--- src/sv/fpba_pkg.sv ---
// fpba_pkg: shared types and constants of the fixed-priority budget admission block
// request and status codes, controller states, datapath operations, status bundle
// no dependencies
`default_nettype none

package fpba_pkg;

    localparam int MAX_SERVERS_DEF = 16;
    localparam int TICK_WIDTH_DEF  = 32;

    typedef enum logic [1:0] {
        REQ_ADD    = 2'd0,
        REQ_CHANGE = 2'd1,
        REQ_SET    = 2'd2,
        REQ_REPORT = 2'd3
    } req_type_t;

    localparam logic [1:0] STS_OK      = 2'd0;
    localparam logic [1:0] STS_UNKNOWN = 2'd1;
    localparam logic [1:0] STS_FULL    = 2'd2;

    typedef enum logic [4:0] {
        OP_NOP,
        OP_LATCH,
        OP_RD_K,
        OP_K_INC,
        OP_SEL_K,
        OP_SEL_CNT,
        OP_RD_KM1,
        OP_SHIFT_WR,
        OP_ADD_WR,
        OP_EMIT_ADD_FULL,
        OP_EMIT_ADD,
        OP_CHG_HIT,
        OP_EMIT_CHG_UNK,
        OP_TRY_START,
        OP_RT_RD,
        OP_RT_LOAD,
        OP_RT_ITER,
        OP_RD_J,
        OP_ARITH_START,
        OP_RT_ACC,
        OP_I_INC,
        OP_TRY_OK,
        OP_TRY_FAIL,
        OP_CHG_WR,
        OP_EMIT_CHG,
        OP_SET_RD,
        OP_SET_WR,
        OP_EMIT_SET_UNK,
        OP_EMIT_SET,
        OP_RPT_START,
        OP_EMIT_RPT_EMPTY,
        OP_EMIT_RPT
    } dp_op_t;

    typedef enum logic [4:0] {
        S_IDLE,
        S_DISPATCH,
        S_ADD_FULL,
        S_ADD_SCAN,
        S_ADD_CMP,
        S_SHIFT_RD,
        S_SHIFT_WR,
        S_ADD_WR,
        S_ADD_EMIT,
        S_CHG_SCAN,
        S_CHG_CMP,
        S_CHG_UNK,
        S_SRCH,
        S_TRY_NEXT,
        S_RT_LOAD,
        S_RT_ITER,
        S_RT_J,
        S_RT_ARG,
        S_RT_WAIT,
        S_RT_CHK,
        S_CHG_WR,
        S_CHG_EMIT,
        S_SET_RD,
        S_SET_WR,
        S_SET_EMIT,
        S_SET_UNK,
        S_RPT_EMPTY,
        S_RPT_START,
        S_RPT_NEXT,
        S_RPT_EMIT
    } ctrl_state_t;

    typedef struct packed {
        req_type_t req;
        logic      full;
        logic      empty;
        logic      k_at_cnt;
        logic      k_at_sel;
        logic      per_gt;
        logic      tag_eq;
        logic      pos_bad;
        logic      search_done;
        logic      i_at_cnt;
        logic      j_at_i;
        logic      arith_done;
        logic      iter_more;
        logic      rt_fail;
        logic      rpt_last;
        logic      out_free;
    } dp_status_t;

endpackage

`default_nettype wire

--- src/sv/fpba_ram.sv ---
// fpba_ram: generic single-port-write, single-port-read ram with registered read
// no dependencies
`default_nettype none

module fpba_ram #(
    parameter int WIDTH = 8,
    parameter int DEPTH = 16
) (
    input  wire logic                                   clk,
    input  wire logic                                   we,
    input  wire logic [(DEPTH > 1 ? $clog2(DEPTH) : 1)-1:0] waddr,
    input  wire logic [WIDTH-1:0]                       wdata,
    input  wire logic [(DEPTH > 1 ? $clog2(DEPTH) : 1)-1:0] raddr,
    output logic      [WIDTH-1:0]                       rdata
);

    logic [WIDTH-1:0] mem [DEPTH];

    always_ff @(posedge clk)
    begin
        if (we)
        begin
            mem[waddr] <= wdata;
        end
        rdata <= mem[raddr];
    end

endmodule

`default_nettype wire

--- src/sv/fpba_arith.sv ---
// fpba_arith: serial interference term unit, ceil(a / d) * q saturated
// restoring divide one bit a cycle, then shift-add multiply one bit a cycle
// no package dependencies
`default_nettype none

module fpba_arith #(
    parameter int TW = 32
) (
    input  wire logic          clk,
    input  wire logic          rst_n,
    input  wire logic          start,
    input  wire logic [TW-1:0] dividend,
    input  wire logic [TW-1:0] divisor,
    input  wire logic [TW-1:0] mult,
    output logic               done,
    output logic      [TW-1:0] term
);

    localparam int SCW = $clog2(TW + 1);

    typedef enum logic [1:0] {
        A_IDLE,
        A_DIV,
        A_FIX,
        A_MUL
    } arith_phase_t;

    arith_phase_t     phase_reg, phase_next;
    logic             done_reg, done_next;
    logic [SCW-1:0]   step_reg, step_next;
    logic [TW-1:0]    quo_reg, quo_next;
    logic [TW-1:0]    rem_reg, rem_next;
    logic [TW-1:0]    d_reg, d_next;
    logic [TW-1:0]    q_reg, q_next;
    logic [TW-1:0]    hi_reg, hi_next;
    logic [TW:0]      rem_sh;
    logic [TW:0]      rem_sub;
    logic [TW:0]      mac;
    logic             step_end;

    assign rem_sh   = {rem_reg, quo_reg[TW-1]};
    assign rem_sub  = rem_sh - {1'b0, d_reg};
    assign mac      = {1'b0, hi_reg} + (quo_reg[0] ? {1'b0, q_reg} : {(TW + 1){1'b0}});
    assign step_end = (step_reg == SCW'(TW - 1));

    always_comb
    begin
        phase_next = phase_reg;
        done_next  = done_reg;
        step_next  = step_reg;
        quo_next   = quo_reg;
        rem_next   = rem_reg;
        d_next     = d_reg;
        q_next     = q_reg;
        hi_next    = hi_reg;
        if (start)
        begin
            phase_next = A_DIV;
            done_next  = 1'b0;
            step_next  = '0;
            quo_next   = dividend;
            rem_next   = '0;
            d_next     = divisor;
            q_next     = mult;
        end
        else
        begin
            case (phase_reg)
                A_DIV:
                begin
                    if (rem_sh >= {1'b0, d_reg})
                    begin
                        rem_next = rem_sub[TW-1:0];
                        quo_next = {quo_reg[TW-2:0], 1'b1};
                    end
                    else
                    begin
                        rem_next = rem_sh[TW-1:0];
                        quo_next = {quo_reg[TW-2:0], 1'b0};
                    end
                    step_next = step_reg + SCW'(1);
                    if (step_end)
                    begin
                        phase_next = A_FIX;
                    end
                end
                A_FIX:
                begin
                    // round the quotient up, then reuse it as the multiplier
                    quo_next   = quo_reg + TW'(rem_reg != '0);
                    hi_next    = '0;
                    step_next  = '0;
                    phase_next = A_MUL;
                end
                A_MUL:
                begin
                    hi_next   = mac[TW:1];
                    quo_next  = {mac[0], quo_reg[TW-1:1]};
                    step_next = step_reg + SCW'(1);
                    if (step_end)
                    begin
                        phase_next = A_IDLE;
                        done_next  = 1'b1;
                    end
                end
                default:
                begin
                    phase_next = A_IDLE;
                end
            endcase
        end
    end

    always_ff @(posedge clk or negedge rst_n)
    begin
        if (!rst_n)
        begin
            phase_reg <= A_IDLE;
            done_reg  <= 1'b0;
            step_reg  <= '0;
        end
        else
        begin
            phase_reg <= phase_next;
            done_reg  <= done_next;
            step_reg  <= step_next;
        end
    end

    always_ff @(posedge clk)
    begin
        quo_reg <= quo_next;
        rem_reg <= rem_next;
        d_reg   <= d_next;
        q_reg   <= q_next;
        hi_reg  <= hi_next;
    end

    assign done = done_reg;
    assign term = (hi_reg != '0) ? {TW{1'b1}} : quo_reg;

endmodule

`default_nettype wire

--- src/sv/fpba_dp.sv ---
// fpba_dp: datapath of the admission block, server table, analysis registers, result register
// uses fpba_pkg, fpba_ram and fpba_arith
`default_nettype none

module fpba_dp
    import fpba_pkg::*;
#(
    parameter int MAX_SERVERS = MAX_SERVERS_DEF,
    parameter int TICK_WIDTH  = TICK_WIDTH_DEF
) (
    input  wire logic               clk,
    input  wire logic               rst_n,
    input  wire dp_op_t             op,
    output dp_status_t              sts,
    input  wire logic [1:0]         req_type,
    input  wire logic [7:0]         server_tag,
    input  wire logic [3:0]         position,
    input  wire logic [31:0]        period,
    input  wire logic [31:0]        budget,
    input  wire logic signed [31:0] budget_delta,
    output logic                    out_valid,
    input  wire logic               out_stall,
    output logic [1:0]              status,
    output logic [3:0]              position_res,
    output logic [7:0]              server_tag_res,
    output logic [31:0]             response_time,
    output logic signed [32:0]      granted_delta,
    output logic                    last
);

    localparam int TW = TICK_WIDTH;
    localparam int AW = (MAX_SERVERS > 1) ? $clog2(MAX_SERVERS) : 1;
    localparam int CW = $clog2(MAX_SERVERS + 1);
    localparam int RW = 8 + 2 * TW;
    localparam int SW = TW + 34;
    localparam int GW = (TW + 1 > 33) ? TW + 1 : 33;
    localparam logic [TW-1:0] TICK_MAX = {TW{1'b1}};

    logic [CW-1:0] cnt_reg, cnt_next;
    logic [CW-1:0] k_reg, k_next;
    logic [CW-1:0] i_reg, i_next;
    logic [CW-1:0] j_reg, j_next;
    logic [CW-1:0] sel_reg, sel_next;
    req_type_t     req_reg, req_next;
    logic [7:0]    tag_in_reg, tag_in_next;
    logic [3:0]    pos_in_reg, pos_in_next;
    logic [TW-1:0] per_in_reg, per_in_next;
    logic [TW-1:0] bud_in_reg, bud_in_next;
    logic signed [31:0] delta_reg, delta_next;
    logic [TW-1:0] old_reg, old_next;
    logic [TW-1:0] nb_reg, nb_next;
    logic [TW-1:0] lo_reg, lo_next;
    logic [TW-1:0] hi_reg, hi_next;
    logic [TW-1:0] trial_reg, trial_next;
    logic [TW-1:0] sel_per_reg, sel_per_next;
    logic [TW-1:0] own_reg, own_next;
    logic [TW-1:0] lim_reg, lim_next;
    logic [TW-1:0] cur_reg, cur_next;
    logic [TW-1:0] nxt_reg, nxt_next;
    logic [7:0]    tag_i_reg, tag_i_next;

    logic          out_valid_reg, out_valid_next;
    logic [1:0]    status_reg, status_next;
    logic [3:0]    pos_out_reg, pos_out_next;
    logic [7:0]    tag_out_reg, tag_out_next;
    logic [31:0]   rt_out_reg, rt_out_next;
    logic [32:0]   gd_out_reg, gd_out_next;
    logic          last_reg, last_next;

    logic          ram_we;
    logic [AW-1:0] ram_waddr;
    logic [RW-1:0] ram_wdata;
    logic [AW-1:0] ram_raddr;
    logic [RW-1:0] ram_rdata;
    logic [7:0]    rd_tag;
    logic [TW-1:0] rd_per;
    logic [TW-1:0] rd_bud;

    logic          arith_start;
    logic          arith_done;
    logic [TW-1:0] arith_term;
    logic [TW-1:0] arith_div;
    logic [TW-1:0] arith_mult;

    logic [CW-1:0] k_dec;
    logic [TW:0]   mid_sum;
    logic [TW:0]   acc_sum;
    logic [SW-1:0] nb_sum;
    logic [TW-1:0] nb_clamp;
    logic [TW-1:0] nb_final;
    logic [GW-1:0] gd_diff;
    logic          is_change;
    logic          out_free;

    assign rd_tag = ram_rdata[RW-1 -: 8];
    assign rd_per = ram_rdata[2*TW-1:TW];
    assign rd_bud = ram_rdata[TW-1:0];

    assign is_change = (req_reg == REQ_CHANGE);
    assign k_dec     = k_reg - CW'(1);
    assign mid_sum   = {1'b0, lo_reg} + {1'b0, hi_reg};
    assign acc_sum   = {1'b0, nxt_reg} + {1'b0, arith_term};
    assign nb_sum    = SW'(rd_bud) + {{(SW - 32){delta_reg[31]}}, delta_reg};
    assign nb_final  = (nb_reg < lo_reg) ? nb_reg : lo_reg;
    assign gd_diff   = GW'(nb_reg) - GW'(old_reg);
    assign out_free  = !out_valid_reg || !out_stall;

    // new budget clamped at zero and at the tick range
    always_comb
    begin
        if (nb_sum[SW-1])
        begin
            nb_clamp = '0;
        end
        else if (nb_sum[SW-2:TW] != '0)
        begin
            nb_clamp = TICK_MAX;
        end
        else
        begin
            nb_clamp = nb_sum[TW-1:0];
        end
    end

    assign arith_start = (op == OP_ARITH_START);
    assign arith_div   = (rd_per == '0) ? TW'(1) : rd_per;
    assign arith_mult  = (is_change && j_reg == sel_reg) ? trial_reg : rd_bud;

    fpba_arith #(
        .TW(TW)
    ) u_arith (
        .clk      (clk),
        .rst_n    (rst_n),
        .start    (arith_start),
        .dividend (cur_reg),
        .divisor  (arith_div),
        .mult     (arith_mult),
        .done     (arith_done),
        .term     (arith_term)
    );

    fpba_ram #(
        .WIDTH(RW),
        .DEPTH(MAX_SERVERS)
    ) u_table (
        .clk   (clk),
        .we    (ram_we),
        .waddr (ram_waddr),
        .wdata (ram_wdata),
        .raddr (ram_raddr),
        .rdata (ram_rdata)
    );

    // table port
    always_comb
    begin
        ram_we    = 1'b0;
        ram_waddr = AW'(sel_reg);
        ram_wdata = {tag_in_reg, per_in_reg, bud_in_reg};
        ram_raddr = AW'(k_reg);
        case (op)
            OP_RD_KM1:
            begin
                ram_raddr = AW'(k_dec);
            end
            OP_SHIFT_WR:
            begin
                ram_we    = 1'b1;
                ram_waddr = AW'(k_reg);
                ram_wdata = ram_rdata;
            end
            OP_ADD_WR:
            begin
                ram_we = 1'b1;
            end
            OP_CHG_WR:
            begin
                ram_we    = 1'b1;
                ram_wdata = {tag_in_reg, sel_per_reg, nb_final};
            end
            OP_SET_RD:
            begin
                ram_raddr = AW'(pos_in_reg);
            end
            OP_SET_WR:
            begin
                ram_we    = 1'b1;
                ram_waddr = AW'(pos_in_reg);
                ram_wdata = {rd_tag, rd_per, bud_in_reg};
            end
            OP_RT_RD:
            begin
                ram_raddr = AW'(i_reg);
            end
            OP_RD_J:
            begin
                ram_raddr = AW'(j_reg);
            end
            default:
            begin
                ram_we = 1'b0;
            end
        endcase
    end

    always_comb
    begin
        cnt_next     = cnt_reg;
        k_next       = k_reg;
        i_next       = i_reg;
        j_next       = j_reg;
        sel_next     = sel_reg;
        req_next     = req_reg;
        tag_in_next  = tag_in_reg;
        pos_in_next  = pos_in_reg;
        per_in_next  = per_in_reg;
        bud_in_next  = bud_in_reg;
        delta_next   = delta_reg;
        old_next     = old_reg;
        nb_next      = nb_reg;
        lo_next      = lo_reg;
        hi_next      = hi_reg;
        trial_next   = trial_reg;
        sel_per_next = sel_per_reg;
        own_next     = own_reg;
        lim_next     = lim_reg;
        cur_next     = cur_reg;
        nxt_next     = nxt_reg;
        tag_i_next   = tag_i_reg;
        out_valid_next = out_valid_reg && out_stall;
        status_next  = status_reg;
        pos_out_next = pos_out_reg;
        tag_out_next = tag_out_reg;
        rt_out_next  = rt_out_reg;
        gd_out_next  = gd_out_reg;
        last_next    = last_reg;
        case (op)
            OP_LATCH:
            begin
                req_next    = req_type_t'(req_type);
                tag_in_next = server_tag;
                pos_in_next = position;
                per_in_next = TW'(period);
                bud_in_next = TW'(budget);
                delta_next  = budget_delta;
                k_next      = '0;
            end
            OP_K_INC:
            begin
                k_next = k_reg + CW'(1);
            end
            OP_SEL_K:
            begin
                sel_next = k_reg;
                k_next   = cnt_reg;
            end
            OP_SEL_CNT:
            begin
                sel_next = cnt_reg;
                k_next   = cnt_reg;
            end
            OP_SHIFT_WR:
            begin
                k_next = k_dec;
            end
            OP_ADD_WR:
            begin
                cnt_next = cnt_reg + CW'(1);
            end
            OP_CHG_HIT:
            begin
                sel_next     = k_reg;
                old_next     = rd_bud;
                lo_next      = rd_bud;
                hi_next      = rd_per;
                sel_per_next = rd_per;
                nb_next      = nb_clamp;
            end
            OP_TRY_START:
            begin
                if ({1'b0, lo_reg} + (TW + 1)'(1) == {1'b0, hi_reg})
                begin
                    trial_next = hi_reg;
                end
                else
                begin
                    trial_next = mid_sum[TW:1];
                end
                i_next = sel_reg;
            end
            OP_RT_LOAD:
            begin
                own_next   = (is_change && i_reg == sel_reg) ? trial_reg : rd_bud;
                nxt_next   = (is_change && i_reg == sel_reg) ? trial_reg : rd_bud;
                lim_next   = rd_per;
                tag_i_next = rd_tag;
            end
            OP_RT_ITER:
            begin
                cur_next = nxt_reg;
                nxt_next = own_reg;
                j_next   = '0;
            end
            OP_RT_ACC:
            begin
                nxt_next = acc_sum[TW] ? TICK_MAX : acc_sum[TW-1:0];
                j_next   = j_reg + CW'(1);
            end
            OP_I_INC:
            begin
                i_next = i_reg + CW'(1);
            end
            OP_TRY_OK:
            begin
                lo_next = trial_reg;
            end
            OP_TRY_FAIL:
            begin
                hi_next = (trial_reg == hi_reg) ? lo_reg : trial_reg;
            end
            OP_CHG_WR:
            begin
                nb_next = nb_final;
            end
            OP_SET_WR:
            begin
                tag_i_next = rd_tag;
            end
            OP_RPT_START:
            begin
                i_next = '0;
            end
            OP_EMIT_ADD_FULL:
            begin
                out_valid_next = 1'b1;
                status_next    = STS_FULL;
                pos_out_next   = '0;
                tag_out_next   = tag_in_reg;
                rt_out_next    = '0;
                gd_out_next    = '0;
                last_next      = 1'b1;
            end
            OP_EMIT_ADD:
            begin
                out_valid_next = 1'b1;
                status_next    = STS_OK;
                pos_out_next   = 4'(sel_reg);
                tag_out_next   = tag_in_reg;
                rt_out_next    = '0;
                gd_out_next    = '0;
                last_next      = 1'b1;
            end
            OP_EMIT_CHG_UNK:
            begin
                out_valid_next = 1'b1;
                status_next    = STS_UNKNOWN;
                pos_out_next   = '0;
                tag_out_next   = tag_in_reg;
                rt_out_next    = '0;
                gd_out_next    = '0;
                last_next      = 1'b1;
            end
            OP_EMIT_CHG:
            begin
                out_valid_next = 1'b1;
                status_next    = STS_OK;
                pos_out_next   = 4'(sel_reg);
                tag_out_next   = tag_in_reg;
                rt_out_next    = '0;
                gd_out_next    = gd_diff[32:0];
                last_next      = 1'b1;
            end
            OP_EMIT_SET_UNK:
            begin
                out_valid_next = 1'b1;
                status_next    = STS_UNKNOWN;
                pos_out_next   = pos_in_reg;
                tag_out_next   = '0;
                rt_out_next    = '0;
                gd_out_next    = '0;
                last_next      = 1'b1;
            end
            OP_EMIT_SET:
            begin
                out_valid_next = 1'b1;
                status_next    = STS_OK;
                pos_out_next   = pos_in_reg;
                tag_out_next   = tag_i_reg;
                rt_out_next    = '0;
                gd_out_next    = '0;
                last_next      = 1'b1;
            end
            OP_EMIT_RPT_EMPTY:
            begin
                out_valid_next = 1'b1;
                status_next    = STS_UNKNOWN;
                pos_out_next   = '0;
                tag_out_next   = '0;
                rt_out_next    = '0;
                gd_out_next    = '0;
                last_next      = 1'b1;
            end
            OP_EMIT_RPT:
            begin
                out_valid_next = 1'b1;
                status_next    = STS_OK;
                pos_out_next   = 4'(i_reg);
                tag_out_next   = tag_i_reg;
                rt_out_next    = 32'(nxt_reg);
                gd_out_next    = '0;
                last_next      = sts.rpt_last;
                i_next         = i_reg + CW'(1);
            end
            default:
            begin
                cnt_next = cnt_reg;
            end
        endcase
    end

    always_ff @(posedge clk or negedge rst_n)
    begin
        if (!rst_n)
        begin
            cnt_reg       <= '0;
            out_valid_reg <= 1'b0;
        end
        else
        begin
            cnt_reg       <= cnt_next;
            out_valid_reg <= out_valid_next;
        end
    end

    always_ff @(posedge clk)
    begin
        k_reg       <= k_next;
        i_reg       <= i_next;
        j_reg       <= j_next;
        sel_reg     <= sel_next;
        req_reg     <= req_next;
        tag_in_reg  <= tag_in_next;
        pos_in_reg  <= pos_in_next;
        per_in_reg  <= per_in_next;
        bud_in_reg  <= bud_in_next;
        delta_reg   <= delta_next;
        old_reg     <= old_next;
        nb_reg      <= nb_next;
        lo_reg      <= lo_next;
        hi_reg      <= hi_next;
        trial_reg   <= trial_next;
        sel_per_reg <= sel_per_next;
        own_reg     <= own_next;
        lim_reg     <= lim_next;
        cur_reg     <= cur_next;
        nxt_reg     <= nxt_next;
        tag_i_reg   <= tag_i_next;
        status_reg  <= status_next;
        pos_out_reg <= pos_out_next;
        tag_out_reg <= tag_out_next;
        rt_out_reg  <= rt_out_next;
        gd_out_reg  <= gd_out_next;
        last_reg    <= last_next;
    end

    always_comb
    begin
        sts.req         = req_reg;
        sts.full        = (cnt_reg == CW'(MAX_SERVERS));
        sts.empty       = (cnt_reg == '0);
        sts.k_at_cnt    = (k_reg == cnt_reg);
        sts.k_at_sel    = (k_reg == sel_reg);
        sts.per_gt      = (rd_per > per_in_reg);
        sts.tag_eq      = (rd_tag == tag_in_reg);
        sts.pos_bad     = ((CW + 4)'(pos_in_reg) >= (CW + 4)'(cnt_reg));
        sts.search_done = (lo_reg >= hi_reg) || (lo_reg >= nb_reg);
        sts.i_at_cnt    = (i_reg == cnt_reg);
        sts.j_at_i      = (j_reg == i_reg);
        sts.arith_done  = arith_done;
        sts.iter_more   = (nxt_reg > cur_reg) && (nxt_reg <= lim_reg);
        sts.rt_fail     = (nxt_reg > lim_reg);
        sts.rpt_last    = ((CW + 1)'(i_reg) + (CW + 1)'(1) == (CW + 1)'(cnt_reg));
        sts.out_free    = out_free;
    end

    assign out_valid      = out_valid_reg;
    assign status         = status_reg;
    assign position_res   = pos_out_reg;
    assign server_tag_res = tag_out_reg;
    assign response_time  = rt_out_reg;
    assign granted_delta  = gd_out_reg;
    assign last           = last_reg;

endmodule

`default_nettype wire

--- src/sv/fpba_ctrl.sv ---
// fpba_ctrl: request sequencer of the admission block
// drives one datapath operation a cycle from the datapath status, uses fpba_pkg
`default_nettype none

module fpba_ctrl
    import fpba_pkg::*;
(
    input  wire logic       clk,
    input  wire logic       rst_n,
    input  wire logic       in_valid,
    output logic            in_stall,
    input  wire dp_status_t sts,
    output dp_op_t          op
);

    ctrl_state_t state_reg, state_next;

    always_comb
    begin
        state_next = state_reg;
        case (state_reg)
            S_IDLE:
            begin
                if (in_valid)
                begin
                    state_next = S_DISPATCH;
                end
            end
            S_DISPATCH:
            begin
                case (sts.req)
                    REQ_ADD:    state_next = sts.full ? S_ADD_FULL : S_ADD_SCAN;
                    REQ_CHANGE: state_next = S_CHG_SCAN;
                    REQ_SET:    state_next = sts.pos_bad ? S_SET_UNK : S_SET_RD;
                    REQ_REPORT: state_next = sts.empty ? S_RPT_EMPTY : S_RPT_START;
                    default:    state_next = S_IDLE;
                endcase
            end
            S_ADD_SCAN:  state_next = sts.k_at_cnt ? S_SHIFT_RD : S_ADD_CMP;
            S_ADD_CMP:   state_next = sts.per_gt ? S_SHIFT_RD : S_ADD_SCAN;
            S_SHIFT_RD:  state_next = sts.k_at_sel ? S_ADD_WR : S_SHIFT_WR;
            S_SHIFT_WR:  state_next = S_SHIFT_RD;
            S_ADD_WR:    state_next = S_ADD_EMIT;
            S_CHG_SCAN:  state_next = sts.k_at_cnt ? S_CHG_UNK : S_CHG_CMP;
            S_CHG_CMP:   state_next = sts.tag_eq ? S_SRCH : S_CHG_SCAN;
            S_SRCH:      state_next = sts.search_done ? S_CHG_WR : S_TRY_NEXT;
            S_TRY_NEXT:  state_next = sts.i_at_cnt ? S_SRCH : S_RT_LOAD;
            S_RT_LOAD:   state_next = S_RT_ITER;
            S_RT_ITER:   state_next = S_RT_J;
            S_RT_J:      state_next = sts.j_at_i ? S_RT_CHK : S_RT_ARG;
            S_RT_ARG:    state_next = S_RT_WAIT;
            S_RT_WAIT:
            begin
                if (sts.arith_done)
                begin
                    state_next = S_RT_J;
                end
            end
            S_RT_CHK:
            begin
                if (sts.iter_more)
                begin
                    state_next = S_RT_ITER;
                end
                else if (sts.req == REQ_REPORT)
                begin
                    state_next = S_RPT_EMIT;
                end
                else if (sts.rt_fail)
                begin
                    state_next = S_SRCH;
                end
                else
                begin
                    state_next = S_TRY_NEXT;
                end
            end
            S_CHG_WR:    state_next = S_CHG_EMIT;
            S_SET_RD:    state_next = S_SET_WR;
            S_SET_WR:    state_next = S_SET_EMIT;
            S_RPT_START: state_next = S_RPT_NEXT;
            S_RPT_NEXT:  state_next = S_RT_LOAD;
            S_RPT_EMIT:
            begin
                if (sts.out_free)
                begin
                    state_next = sts.rpt_last ? S_IDLE : S_RPT_NEXT;
                end
            end
            S_ADD_FULL, S_ADD_EMIT, S_CHG_UNK, S_CHG_EMIT, S_SET_EMIT, S_SET_UNK,
            S_RPT_EMPTY:
            begin
                if (sts.out_free)
                begin
                    state_next = S_IDLE;
                end
            end
            default:
            begin
                state_next = S_IDLE;
            end
        endcase
    end

    always_comb
    begin
        op = OP_NOP;
        case (state_reg)
            S_IDLE:      op = in_valid ? OP_LATCH : OP_NOP;
            S_ADD_SCAN:  op = sts.k_at_cnt ? OP_SEL_CNT : OP_RD_K;
            S_ADD_CMP:   op = sts.per_gt ? OP_SEL_K : OP_K_INC;
            S_SHIFT_RD:  op = sts.k_at_sel ? OP_NOP : OP_RD_KM1;
            S_SHIFT_WR:  op = OP_SHIFT_WR;
            S_ADD_WR:    op = OP_ADD_WR;
            S_ADD_EMIT:  op = sts.out_free ? OP_EMIT_ADD : OP_NOP;
            S_ADD_FULL:  op = sts.out_free ? OP_EMIT_ADD_FULL : OP_NOP;
            S_CHG_SCAN:  op = sts.k_at_cnt ? OP_NOP : OP_RD_K;
            S_CHG_CMP:   op = sts.tag_eq ? OP_CHG_HIT : OP_K_INC;
            S_CHG_UNK:   op = sts.out_free ? OP_EMIT_CHG_UNK : OP_NOP;
            S_SRCH:      op = sts.search_done ? OP_NOP : OP_TRY_START;
            S_TRY_NEXT:  op = sts.i_at_cnt ? OP_TRY_OK : OP_RT_RD;
            S_RT_LOAD:   op = OP_RT_LOAD;
            S_RT_ITER:   op = OP_RT_ITER;
            S_RT_J:      op = sts.j_at_i ? OP_NOP : OP_RD_J;
            S_RT_ARG:    op = OP_ARITH_START;
            S_RT_WAIT:   op = sts.arith_done ? OP_RT_ACC : OP_NOP;
            S_RT_CHK:
            begin
                if (sts.iter_more || sts.req == REQ_REPORT)
                begin
                    op = OP_NOP;
                end
                else if (sts.rt_fail)
                begin
                    op = OP_TRY_FAIL;
                end
                else
                begin
                    op = OP_I_INC;
                end
            end
            S_CHG_WR:    op = OP_CHG_WR;
            S_CHG_EMIT:  op = sts.out_free ? OP_EMIT_CHG : OP_NOP;
            S_SET_RD:    op = OP_SET_RD;
            S_SET_WR:    op = OP_SET_WR;
            S_SET_EMIT:  op = sts.out_free ? OP_EMIT_SET : OP_NOP;
            S_SET_UNK:   op = sts.out_free ? OP_EMIT_SET_UNK : OP_NOP;
            S_RPT_EMPTY: op = sts.out_free ? OP_EMIT_RPT_EMPTY : OP_NOP;
            S_RPT_START: op = OP_RPT_START;
            S_RPT_NEXT:  op = OP_RT_RD;
            S_RPT_EMIT:  op = sts.out_free ? OP_EMIT_RPT : OP_NOP;
            default:     op = OP_NOP;
        endcase
    end

    always_ff @(posedge clk or negedge rst_n)
    begin
        if (!rst_n)
        begin
            state_reg <= S_IDLE;
        end
        else
        begin
            state_reg <= state_next;
        end
    end

    assign in_stall = (state_reg != S_IDLE);

endmodule

`default_nettype wire

--- src/sv/fixed_priority_budget_admission.sv ---
// fixed_priority_budget_admission: top level, rate-monotonic server table with admission
// joins fpba_ctrl and fpba_dp, uses fpba_pkg
`default_nettype none

// Takes one request at a time; in_stall stays high until the request's last result is
// loaded into the output register, which then waits for the consumer while the next
// request is accepted. The table sits in one ram read one row a cycle. An add scans the
// entries for its place and shifts every entry behind it up one row; a set reads and
// rewrites one row. Every response-time iteration computes one term per higher-priority
// entry in the shared serial divide-and-multiply unit, so a report grows with the square
// of the server count times the iterations, and a budget change runs up to TICK_WIDTH+1
// binary search trials, each analysing the changed server and every server below it.
module fixed_priority_budget_admission
    import fpba_pkg::*;
#(
    parameter int MAX_SERVERS = MAX_SERVERS_DEF,
    parameter int TICK_WIDTH  = TICK_WIDTH_DEF
) (
    input  wire logic               clk,
    input  wire logic               rst_n,
    input  wire logic               in_valid,
    output logic                    in_stall,
    input  wire logic [1:0]         req_type,
    input  wire logic [7:0]         server_tag,
    input  wire logic [3:0]         position,
    input  wire logic [31:0]        period,
    input  wire logic [31:0]        budget,
    input  wire logic signed [31:0] budget_delta,
    output logic                    out_valid,
    input  wire logic               out_stall,
    output logic [1:0]              status,
    output logic [3:0]              position_res,
    output logic [7:0]              server_tag_res,
    output logic [31:0]             response_time,
    output logic signed [32:0]      granted_delta,
    output logic                    last
);

    dp_op_t     op;
    dp_status_t sts;

    fpba_ctrl u_ctrl (
        .clk      (clk),
        .rst_n    (rst_n),
        .in_valid (in_valid),
        .in_stall (in_stall),
        .sts      (sts),
        .op       (op)
    );

    fpba_dp #(
        .MAX_SERVERS (MAX_SERVERS),
        .TICK_WIDTH  (TICK_WIDTH)
    ) u_dp (
        .clk            (clk),
        .rst_n          (rst_n),
        .op             (op),
        .sts            (sts),
        .req_type       (req_type),
        .server_tag     (server_tag),
        .position       (position),
        .period         (period),
        .budget         (budget),
        .budget_delta   (budget_delta),
        .out_valid      (out_valid),
        .out_stall      (out_stall),
        .status         (status),
        .position_res   (position_res),
        .server_tag_res (server_tag_res),
        .response_time  (response_time),
        .granted_delta  (granted_delta),
        .last           (last)
    );

endmodule

`default_nettype wire

--- config.mk ---
export PLATFORM = sky130hd
export DESIGN_NAME = fixed_priority_budget_admission
export DESIGN_NICKNAME = d
export VERILOG_FILES = /design/src/sv/fpba_pkg.sv /design/src/sv/fpba_ram.sv /design/src/sv/fpba_arith.sv /design/src/sv/fpba_dp.sv /design/src/sv/fpba_ctrl.sv /design/src/sv/fixed_priority_budget_admission.sv
export SDC_FILE = /design/constraint.sdc
export NUM_CORES = 2
export LEC_CHECK = 0
export BUFFER_PORTS_ARGS = -buffer_cell sky130_fd_sc_hd__buf_4
export CAP_MARGIN = 20
export CORE_MARGIN = 5
export CORE_UTILIZATION = 63
export CTS_BUF_LIST = sky130_fd_sc_hd__clkbuf_4 sky130_fd_sc_hd__clkbuf_8 sky130_fd_sc_hd__clkbuf_16
export CTS_CLUSTER_DIAMETER = 50
export CTS_CLUSTER_SIZE = 12
export DETAILED_ROUTE_END_ITERATION = 6
export GPL_TIMING_DRIVEN = 1
export PLACE_DENSITY = 0.81
export SLEW_MARGIN = 20
export SYNTH_ARGS = -nofsm -noshare
export SYNTH_HDL_FRONTEND = slang
export SYNTH_SLANG_ARGS = --single-unit
--- constraint.sdc ---
create_clock -name clk -period 10.3 [get_ports clk]
set_clock_uncertainty 0.15 [all_clocks]
set_input_delay 2.06 -clock clk [delete_from_list [all_inputs] [get_ports clk]]
set_output_delay 2.06 -clock clk [all_outputs]
set_load 0.05 [all_outputs]
==> results.txt <==
EDFF count, synth = 1,818
Slowest cell on crit path = nor4_4
Synth top area share = 59.6%
post-synth top area cell = edfxtp_1
total CTS buffers = 204
PostCTS Resize Cnt = 0
total power draw = 15.9 mW
syn nets = 7,403
first-pass GRT wire length = 378,000 µm
FP Rows = 140
overflow left after global routing = 0
final WL = 260,000 µm
DRT Pass-1 Iters = 7
Clk pin slew, worst setup/hold paths = 60 ps
drt drc = 7
cells after synthesis = 6,912
Warnings, synthesis = 0
FMAX = 0.128 GHz
endpoints failing hold = 0
Post-CTS Hold Buffers = 0
TritonCTS Sinks = 1,942
layout cell share with drive strength beyond 1 = 12.2%
routed vias = 61,400
sw frac = 19.7%
clk buf depth = 3
crit path kind = reg -> reg
Peak VDD IR = 0.143 mV
Seq/Total Area, Yosys = 62.4%
Ports = 196
Seq pwr share = 53.4%
Largest stage delay, worst path = 720 ps
LEAKAGE = 35.6 nW
fin. max-slew vios = 0
Final nets = 7,596
number of DRC markers in iteration 0 = 7,924
placed cell area = 0.0956 mm²
Hold/Removal Path Class = reg -> reg
Die Area = 0.153 mm²
DIE WIDTH = 391 µm
Worst Setup End Kind = register
Worst EP required = 10,840 ps
Mapped Area = 0.0916 mm²
most flop-heavy register = u_dp.u_table.mem
ANT nets after route = 0
GRT Total Usage = 33.3%
H-tree depth = 4
Worst Setup Start Kind = register
post-CTS setup buffer count = 0
vias in the first global route = 59,700
Hold WS = 335 ps
measured slew at the worst slew-check pin = 1260 ps
Largest register FFs = 1,152
Worst Path Max Fanout = 97
Initial Util = 63.1%
fin area = 0.103 mm²
Clock Power Share = 46.3%
Sum Neg Setup Slack = 0 ps
Clock Tree Root = clkbuf_16
Worst Path Arrival = 8350 ps
combinational power share = 0.2%
initial antenna violation count = 10
Final setup viols = 0
final period utilization = 75.9%
largest net degree at the start of global routing = 98
Worst slew margin = 15.1%
internal power = 12.8 mW
flops & latches, synth = 1,942
max cap viols = 0
Post-synth ARST share = 1.03%
Net Switching = 3.13 mW
Pwr per Cell Area = 155 mW/mm²
crit-path cells = ha_1 > nand3_1 > nor3_1 > a211oi_1 > o211a_1 > o211a_1 > and4_2 > buf_4 > or4_1 > nor4_4 > buf_4 > mux2i_4 > buf_16 > buf_12 > mux2i_1 > o22ai_1 > or4_1
largest cells by area after synthesis = edfxtp_1 60%, mux2i_1 7.3%, ha_1 5.1%, dfxtp_1 2.3%, o22ai_1 2.2%
DPL Wire Length = 167,000 µm
post-synth cell types = 83
failing checks = design-rule violations
Routed WL per cell = 28.2 µm
CORE AREA = 0.145 mm²
Avg Cell Area, Syn = 13.3 µm²
vias per cell = 6.68
TritonCTS clock tree = done
Placer Congestion = 1.00
Main synth FF type = edfxtp_1
Die Height = 391 µm
Period minus WS final = 7820 ps
unrepaired setup endpoints after global routing = no
Skew-Pair Late Insertion Delay = 850 ps
Port Buffers = 195
area grow syn2layout = 12.0%
outcome = finished with violations
==> layer usage <==
metal | GRT usage [%] | vias up | wire, µm
met4 | 16.6 | 16 | 14400
li1 | - | 26800 | -
met5 | 0 | - | 114
met2 | 51.9 | 3743 | 119000
met3 | 7.65 | 757 | 29400
met1 | 44.4 | 30100 | 96800
==> logic make-up (layout without fill, tap and decap cells) <==
group,count (synthesis),in the layout,synth area share (%)
xor+xnor,317,317,3.03
simple gates,1422,1422,7.91
fa+ha+maj,377,377,5.20
buf+inv,705,1065,3.04
flops,1942,1942,62.4
compound gates,1371,1371,9.74
mux,778,778,8.65
other cells,0,5,0
==> Yosys cell counts (21+ instances only) <==
| master | number |
|---|---|
| nand2b_1 | 38 |
| o21a_1 | 29 |
| nor2b_1 | 56 |
| ha_1 | 371 |
| nand3_1 | 133 |
| clkbuf_1 | 242 |
| xnor2_1 | 194 |
| and2_1 | 94 |
| and3_1 | 27 |
| o22ai_1 | 326 |
| o21ai_0 | 219 |
| a211oi_1 | 49 |
| mux2_2 | 108 |
| mux2i_1 | 670 |
| nor4_1 | 57 |
| buf_2 | 66 |
| a221o_1 | 46 |
| edfxtp_1 | 1818 |
| xor2_1 | 123 |
| nand2_1 | 282 |
| a22o_1 | 37 |
| nand4_1 | 70 |
| nor2_1 | 369 |
| nor3b_1 | 28 |
| inv_1 | 362 |
| a222oi_1 | 34 |
| buf_1 | 21 |
| o21bai_1 | 36 |
| dfxtp_1 | 104 |
| a21o_1 | 88 |
| nor3_1 | 78 |
| a221oi_1 | 25 |
| a21oi_1 | 324 |
| or3_1 | 55 |
| or4_1 | 83 |
==> worst max-delay path: cells and delay by family, from the launching register on <==
family | cells | cell delay (ps)
AND/OR/NAND/NOR | 6 | 3140
buffers and inverters | 4 | 1430
AO/OA/AOI/OAI | 4 | 860
multiplexers | 2 | 830
flip-flops | 1 | 620
adder cells (fa/ha/maj) | 1 | 520
==> layout by cell type (no fill, tap or decap), types with 46 or more instances in the layout <==
master	count
xor2_1	123
a21oi_1	314
nand3_1	130
clkbuf_4	95
a221o_1	46
o22ai_1	326
mux2i_1	669
buf_4	306
nand4_1	70
nor2b_1	55
edfxtp_1	1818
nand2_1	281
xnor2_1	194
or4_1	82
nor4_1	57
a21o_1	88
dfxtp_1	104
and2_1	94
nor3_1	77
or3_1	55
mux2_2	108
ha_1	369
clkbuf_16	209
nor2_1	346
o21ai_0	216
inv_1	358
a211oi_1	49
==> path summary, 6_finish.rpt <==
path	cells after the start	slack, ps	from	to
setup reg to reg	17	2480	u_dp.lo_reg[29]	u_dp.u_table.rdata[59]
hold reg to reg	0	330	u_dp.nxt_reg[0]	u_dp.cur_reg[0]
setup / recovery	17	2480	u_dp.lo_reg[29]	u_dp.u_table.rdata[59]
max in group asynchronous	1	8760	rst_n	u_dp.u_arith.step_reg[0]
min in group asynchronous	1	980	rst_n	u_dp.cnt_reg[1]
hold / removal	0	330	u_dp.nxt_reg[0]	u_dp.cur_reg[0]
==> cell type report <==
cell class	instances	area, µm²
Inverter	363	1370
Timing Repair Buffer	329	2790
Clock buffer	314	6080
Multi-Input combinational cell	4265	32000
Sequential cell	1942	57200
Fill cell	9414	42400
Antenna cell	5	12.5
Tap cell	1917	2400
Clock inverter	59	782
==> power by group through the flow <==
| stage | combinational, mW | sequential (mW) | clock [mW] |
|---|---|---|---|
| final | 0.0393 | 8.50 | 7.37 |
| after global routing | 0.0415 | 8.50 | 7.78 |
| after CTS | 0.0395 | 8.50 | 7.42 |
| after detailed placement | 0.0396 | 8.67 | 0 |
| after global placement | 0.0391 | 8.67 | 0 |
| after floorplan | 0.0000252 | 8.67 | 0 |
==> through the flow <==
step / util, % / setup slack (ps) / cells
after floorplan: - / 1110 / 6912
final: 70.7 / 2480 / 9194
after detailed placement: 65.9 / 2450 / 8813
after global placement: 65.9 / 2280 / 8809
after CTS: 70.7 / 2580 / 9186
after global routing: 70.7 / 2320 / 9189
Note: power is estimated with default switching activity, not from simulation.
